--- src/design/task_pool_frame_scheduler_defines.svh ---
// Assertion helpers used by the scheduler datapath module.
`ifndef TASK_POOL_FRAME_SCHEDULER_DEFINES_SVH
`define TASK_POOL_FRAME_SCHEDULER_DEFINES_SVH
`ifndef NO_ASSERTIONS
`define TPFS_ASSERT_IMPLIES(lbl, ante, cons) \
    lbl: assert property (@(posedge clk) disable iff (!rst_n) (ante) |-> (cons)) \
        else $error("scheduler assertion failed");
`define TPFS_ASSERT_NEXT(lbl, ante, cons) \
    lbl: assert property (@(posedge clk) disable iff (!rst_n) (ante) |=> (cons)) \
        else $error("scheduler assertion failed");
`else
`define TPFS_ASSERT_IMPLIES(lbl, ante, cons)
`define TPFS_ASSERT_NEXT(lbl, ante, cons)
`endif
`endif

--- src/design/tpfs_pkg.sv ---
package tpfs_pkg;

    localparam int SLOT_W = 6;
    localparam int HND_W = 32;
    localparam int WT_W = 16;
    localparam int RESULT_CAP = 64;
    localparam int CNT_W = 7;

    localparam logic [3:0] OP_INIT = 4'd0;
    localparam logic [3:0] OP_CREATE = 4'd1;
    localparam logic [3:0] OP_KILL = 4'd2;
    localparam logic [3:0] OP_CALL = 4'd3;
    localparam logic [3:0] OP_RETURN = 4'd4;
    localparam logic [3:0] OP_SET_WAIT = 4'd5;
    localparam logic [3:0] OP_SLEEP = 4'd6;
    localparam logic [3:0] OP_WAKEUP = 4'd7;
    localparam logic [3:0] OP_TICK = 4'd8;

    localparam logic [1:0] ST_OK = 2'd0;
    localparam logic [1:0] ST_NO_FREE = 2'd1;
    localparam logic [1:0] ST_NOT_USED = 2'd2;

    localparam logic KIND_ACK = 1'b0;
    localparam logic KIND_DISPATCH = 1'b1;

    typedef struct packed {
        logic [3:0]        op;
        logic [SLOT_W-1:0] slot;
        logic [HND_W-1:0]  entry_addr;
        logic [WT_W-1:0]   wait_time;
    } in_t;

    typedef struct packed {
        logic              kind;
        logic [SLOT_W-1:0] task_slot;
        logic [HND_W-1:0]  handler;
        logic [1:0]        status;
        logic              dispatch_valid;
        logic              last;
    } out_t;

    typedef enum logic [3:0] {
        S_IDLE,
        S_DECODE,
        S_SCAN,
        S_CREATE2,
        S_KILL,
        S_TICK_CHK,
        S_TICK_EVAL,
        S_TICK_END,
        S_ACK_OK,
        S_ACK_FULL,
        S_ACK_FREE
    } state_t;

    typedef enum logic [3:0] {
        C_NONE,
        C_LOAD,
        C_INIT,
        C_SCAN_START,
        C_SCAN_STEP,
        C_CREATE,
        C_CREATE2,
        C_KILL,
        C_SETW,
        C_FLAG,
        C_TICK_START,
        C_TEVAL,
        C_TEND,
        C_ACK
    } cmd_t;

    typedef struct packed {
        cmd_t       op;
        logic       rd_slot;
        logic [1:0] status;
    } cmd_bus_t;

    typedef struct packed {
        logic [3:0] op;
        logic       live;
        logic       slot_ok;
        logic       scan_free;
        logic       scan_last;
        logic       cur_none;
        logic       out_free;
        logic       push_block;
    } stat_bus_t;

endpackage

--- src/design/tpfs_ctrl.sv ---
module tpfs_ctrl (
    input  logic                clk,
    input  logic                rst_n,
    input  logic                cmd_valid,
    output logic                cmd_stall,
    input  tpfs_pkg::stat_bus_t stat,
    output tpfs_pkg::cmd_bus_t  cmd
);
    import tpfs_pkg::*;

    state_t state_reg, state_next;

    always_comb
    begin
        state_next = state_reg;
        case (state_reg)
            S_IDLE:
            begin
                if (cmd_valid)
                begin
                    state_next = S_DECODE;
                end
            end
            S_DECODE:
            begin
                case (stat.op)
                    OP_INIT: state_next = S_ACK_OK;
                    OP_CREATE: state_next = S_SCAN;
                    OP_CALL: state_next = stat.live ? S_SCAN : S_ACK_FREE;
                    OP_KILL, OP_RETURN: state_next = stat.live ? S_KILL : S_ACK_FREE;
                    OP_SET_WAIT: state_next = stat.slot_ok ? S_ACK_OK : S_ACK_FREE;
                    OP_SLEEP, OP_WAKEUP: state_next = stat.live ? S_ACK_OK : S_ACK_FREE;
                    OP_TICK: state_next = S_TICK_CHK;
                    default: state_next = S_ACK_OK;
                endcase
            end
            S_SCAN:
            begin
                if (stat.scan_free)
                begin
                    state_next = S_CREATE2;
                end
                else if (stat.scan_last)
                begin
                    state_next = S_ACK_FULL;
                end
            end
            S_CREATE2: state_next = S_ACK_OK;
            S_KILL: state_next = S_ACK_OK;
            S_TICK_CHK: state_next = stat.cur_none ? S_TICK_END : S_TICK_EVAL;
            S_TICK_EVAL:
            begin
                if (!stat.push_block)
                begin
                    state_next = S_TICK_CHK;
                end
            end
            S_TICK_END, S_ACK_OK, S_ACK_FULL, S_ACK_FREE:
            begin
                if (stat.out_free)
                begin
                    state_next = S_IDLE;
                end
            end
            default: state_next = S_IDLE;
        endcase
    end

    always_comb
    begin
        cmd.op = C_NONE;
        cmd.rd_slot = 1'b0;
        cmd.status = ST_OK;
        case (state_reg)
            S_IDLE:
            begin
                if (cmd_valid)
                begin
                    cmd.op = C_LOAD;
                end
            end
            S_DECODE:
            begin
                cmd.rd_slot = 1'b1;
                case (stat.op)
                    OP_INIT: cmd.op = C_INIT;
                    OP_CREATE: cmd.op = C_SCAN_START;
                    OP_CALL: cmd.op = stat.live ? C_SCAN_START : C_NONE;
                    OP_SET_WAIT: cmd.op = stat.slot_ok ? C_SETW : C_NONE;
                    OP_SLEEP, OP_WAKEUP: cmd.op = stat.live ? C_FLAG : C_NONE;
                    OP_TICK: cmd.op = C_TICK_START;
                    default: cmd.op = C_NONE;
                endcase
            end
            S_SCAN: cmd.op = stat.scan_free ? C_CREATE : (stat.scan_last ? C_NONE : C_SCAN_STEP);
            S_CREATE2: cmd.op = C_CREATE2;
            S_KILL:
            begin
                cmd.rd_slot = 1'b1;
                cmd.op = C_KILL;
            end
            S_TICK_EVAL: cmd.op = stat.push_block ? C_NONE : C_TEVAL;
            S_TICK_END: cmd.op = stat.out_free ? C_TEND : C_NONE;
            S_ACK_OK: cmd.op = stat.out_free ? C_ACK : C_NONE;
            S_ACK_FULL:
            begin
                cmd.op = stat.out_free ? C_ACK : C_NONE;
                cmd.status = ST_NO_FREE;
            end
            S_ACK_FREE:
            begin
                cmd.op = stat.out_free ? C_ACK : C_NONE;
                cmd.status = ST_NOT_USED;
            end
            default: cmd.op = C_NONE;
        endcase
    end

    assign cmd_stall = (state_reg != S_IDLE);

    always_ff @(posedge clk or negedge rst_n)
    begin
        if (!rst_n)
        begin
            state_reg <= S_IDLE;
        end
        else
        begin
            state_reg <= state_next;
        end
    end
endmodule

--- config.mk ---
export PLATFORM = sky130hd
export DESIGN_NAME = tpfs_ctrl
export DESIGN_NICKNAME = d
export VERILOG_FILES = /design/src/design/task_pool_frame_scheduler_defines.svh /design/src/design/tpfs_pkg.sv /design/src/design/tpfs_ctrl.sv
export SDC_FILE = /design/constraint.sdc
export NUM_CORES = 1
export LEC_CHECK = 0
export BUFFER_PORTS_ARGS = -buffer_cell sky130_fd_sc_hd__buf_2
export CORE_MARGIN = 4
export CORE_UTILIZATION = 50
export DETAILED_ROUTE_END_ITERATION = 8
export PLACE_DENSITY = 0.85
export RECOVER_POWER = 25
export SLEW_MARGIN = 20
export SYNTH_ARGS = -nofsm -noshare
export SYNTH_HDL_FRONTEND = slang
export SYNTH_SLANG_ARGS = --single-unit
export TNS_END_PERCENT = 1
--- constraint.sdc ---
create_clock -name clk -period 1.7 [get_ports clk]
set_input_delay 0.085 -clock clk [delete_from_list [all_inputs] [get_ports clk]]
set_output_delay 0.085 -clock clk [all_outputs]
set_load 0.01 [all_outputs]
==> summary.md <==
The tools report the endpoint required time on the critical path as 1.62 ns. The logs give 22 for the I/O pin count and 0.403 nW for the cell leakage power. After legalization and detailed placement, the total HPWL measured 1640 um.

Entering global routing, the biggest net connects 16 pins. In this run the worst setup path begins at state_reg[2]. Clock latency on the worst-skew pair, taken at its later pin, is 0.24 ns. For the total cell area at the placement stage, the log shows 862 sq um. The total power per unit cell area is 1480 nW/um^2, and the post-route met1 wirelength is 912 um.

The number of setup buffers added after CTS is 0. In the synthesized netlist the dominant register cell turns out to be sky130_fd_sc_hd__dfrtp_1. The number of nets in the synthesized netlist is 120. The biggest area contributor in the post-synthesis netlist is sky130_fd_sc_hd__dfrtp_1.

The tools report the kind of end point of the critical path as an output port. Most common library cell in the layout ignoring fill and taps: sky130_fd_sc_hd__buf_2. The initialized floorplan defines 13 standard-cell rows. The number of diodes added for antenna fixing came out at 0. The count of flip-flops with a built-in enable after synthesis is 0, and the met3 routed wirelength is 132 um. The logs give 2100 um for the detailed-route wire length and 0 for the number of antenna violations at the first check in global routing. The final count of hold timing violations was 0; the internal reg-to-reg setup slack was 0.08 ns.

The final period utilization works out to 106%. The run gives 911 sq um as the summed area of non-filler cells in the final layout. Across every metal layer, demand over resource in global routing totals 20.8%. Count of clock tree sinks: 4. The final global-route overflow total is 0.

Relative to the synthesized area, the layout overhead comes to 21.3%. The multi-input combinational cells in the finished layout cover a total of 581 sq um. Area of the core: 1350 sq um. The congestion estimate from routability-driven global placement came to 0.866. The average routed wire per standard cell was 14.7 um; the via count of the first global-routing pass was 773.

The final reports fail on setup timing. In the routed design, unresolved DRC markers number 0. The floorplan step defined a die boundary enclosing 2190 sq um. By startpoint and endpoint, the worst setup path is classified as reg -> out.

Walking the worst path, the cells encountered are nand2b_4, or3_4, or2_1, o31ai_1, buf_2. The number of pins exceeding their max-slew limit in the final report is 0. The die outline height works out to 46.8 um.

Of the synthesized area, sequential elements account for 13.3%. The least setup slack across all paths after layout was -0.0955 ns. Max-cap violations in this run came to 0. For this run, the top clock speed supported by timing is 0.557 GHz.

Counting flops and latches in the post-synthesis netlist gives 4. The via density per instance is 6.53. In this run the biggest area consumer among cell types represents 13.3% of the synthesized area. For the final routed database, the setup TNS stands at -0.0955 ns. The number of distinct library cell variants in the gate-level netlist after synthesis is 48, and the DRC violation total after the first TritonRoute iteration is 48.

The width of the die was 46.8 um; the final-layout fill cell count was 125. The sequential standard cell area is 100 sq um. The flip-flop count of the largest register, all copies and words added was 4. VDD sags by at most 840 uV. The buffer type at the clock tree root was sky130_fd_sc_hd__clkbuf_4.

Cell count after synthesis: 106. In this run the remaining antenna-violating nets after routing total 0. The setup-violating endpoint count in the final report is 1, and the clock input transition at the sequential cells of the worst setup and hold paths is 0.04 ns. The min-delay analysis places its worst path in the category in -> async.

Total number of H-tree levels: 1. The cell area after synthesis was 751 sq um. The tools report the startpoint class of the critical path as a flop. Leaving out fill and tap cells, the most frequent cells in the layout are sky130_fd_sc_hd__buf_2, sky130_fd_sc_hd__a21oi_1, sky130_fd_sc_hd__nor2_1. Cells with a size suffix above 1 make up 30.5% of the layout. In this run the top signal layer used is met4. Setup repair after global routing could not meet its margin everywhere.

Destination of the worst register-to-register timing path: state_reg[0]. For the wire length of the first global-routing pass, the log shows 3290 um. The largest individual stage delay along the critical path comes from the cell sky130_fd_sc_hd__dfrtp_1.

The logs give 934 for the total number of vias and 74.0% for the worst slew margin relative to its limit. The run finished, with violations left. The tools report the launch point of the worst reg-to-reg path as state_reg[2]. The clock skew after layout was 0.000466 ns; the final critical path time including I/O delays and setup was 1.80 ns. The port buffer count is 21, and the arrival time of the worst setup path is 1.71 ns.

For the worst flop-to-flop path, the logic depth is 5. The share of synthesized registers carrying an async set or reset came out at 100%. The final net count is 144, and the TritonCTS buffer count is 3. The critical-path maximum fanout was 3.

TritonCTS built the clock tree. The clock tree buffer depth was 2; the met2 wire length was 1040 um. For the overall power after layout, the log shows 1.35 mW. The number of warning messages in the yosys log is 0, and the first-pass detailed-route iteration total is 4.

After synthesis, the cell types taking the most area are sky130_fd_sc_hd__dfrtp_1, sky130_fd_sc_hd__a21oi_1, sky130_fd_sc_hd__buf_6. The starting density of the core was 55.6%; the longest individual stage delay on the worst path was 0.38 ns. The average instance in the mapped netlist occupies 7.08 sq um. The transition time at the pin with the least slew margin works out to 0.386 ns.
worst max path at each step:
stage              endpoint  slack [ns]  depth (start not counted)
3_5_place_dp   state_reg[1]        0.06                          5
2_1_floorplan        cmd[3]        0.15                          4
5_1_grt              cmd[3]       -0.17                          7
6_report             cmd[3]        -0.1                          5
4_1_cts              cmd[3]       -0.09                          5
3_3_place_gp   state_reg[1]        0.12                          5
critical path, delay by kind of cell, from the launching register on:
kind	cells	cell delay [ns]
flip-flops	1	0.38
buffers and inverters	1	0.17
AND/OR/NAND/NOR	3	0.73
AO/OA/AOI/OAI	1	0.19
cells by family (layout without fill, tap and decap cells):
| group | Yosys count | count (layout) | share of synthesized area, % |
|---|---|---|---|
| buf+inv | 15 | 37 | 11.2 |
| simple gates | 46 | 46 | 37.2 |
| flops | 4 | 4 | 13.3 |
| xor+xnor | 2 | 2 | 2.33 |
| compound gates | 39 | 39 | 36.0 |
synth_stat cells (2+ instances only):
library cell               instances
sky130_fd_sc_hd__and3b_1           2
sky130_fd_sc_hd__o31ai_1           2
sky130_fd_sc_hd__nor3_1            5
sky130_fd_sc_hd__nand3_1           2
sky130_fd_sc_hd__nor2b_1           4
sky130_fd_sc_hd__buf_6             3
sky130_fd_sc_hd__o311a_1           2
sky130_fd_sc_hd__nand2b_1          5
sky130_fd_sc_hd__nand2_1           6
sky130_fd_sc_hd__o21ai_0           6
sky130_fd_sc_hd__buf_2             4
sky130_fd_sc_hd__nand4b_1          2
sky130_fd_sc_hd__a21oi_1           9
sky130_fd_sc_hd__dfrtp_1           4
sky130_fd_sc_hd__nor2_1            8
sky130_fd_sc_hd__o311ai_1          2
sky130_fd_sc_hd__inv_1             4
sky130_fd_sc_hd__and2_1            3
sky130_fd_sc_hd__clkbuf_1          3
sky130_fd_sc_hd__o22ai_1           2
stage by stage:
step | worst slack [ns] | utilization (%) | cells | hold slack, ns
4_1_cts | -0.0936 | 67.0 | 143 | 0.164
3_3_place_gp | 0.117 | 63.9 | 139 | -0.108
2_1_floorplan | 0.155 | - | 106 | -0.211
3_5_place_dp | 0.0624 | 63.9 | 139 | -0.106
6_report | -0.0955 | 67.5 | 143 | 0.204
5_1_grt | -0.166 | 67.5 | 143 | 0.225
power by group:
| part | switching (mW) | internal (mW) |
|---|---|---|
| combinational | 0.570 | 0.470 |
| sequential | 0.0431 | 0.136 |
| clock | 0.0491 | 0.0797 |
metal layers:
layer	GRT usage [%]	up-vias
li1	-	445
met3	1.15	2
met1	27.2	439
met2	36.0	48
met4	8.29	0
met5	0	-
layout make-up:
type	instances	area share, %
well taps	15	2.06
inverters	5	2.06
repair buffers	29	18.7
flip-flops and latches	4	11.0
multi-input cells	87	63.7
clock buffers	3	2.47
what timing repair did:
| action | in CTS | in global routing |
|---|---|---|
| pin swaps | 1 | 0 |
| hold buffers | 1 | 0 |
| resized for setup | 3 | 2 |
| endpoints found under the hold margin | 4 | 0 |
| endpoints found under the setup margin | 2 | 4 |
Power figures use the tool's default switching activity.
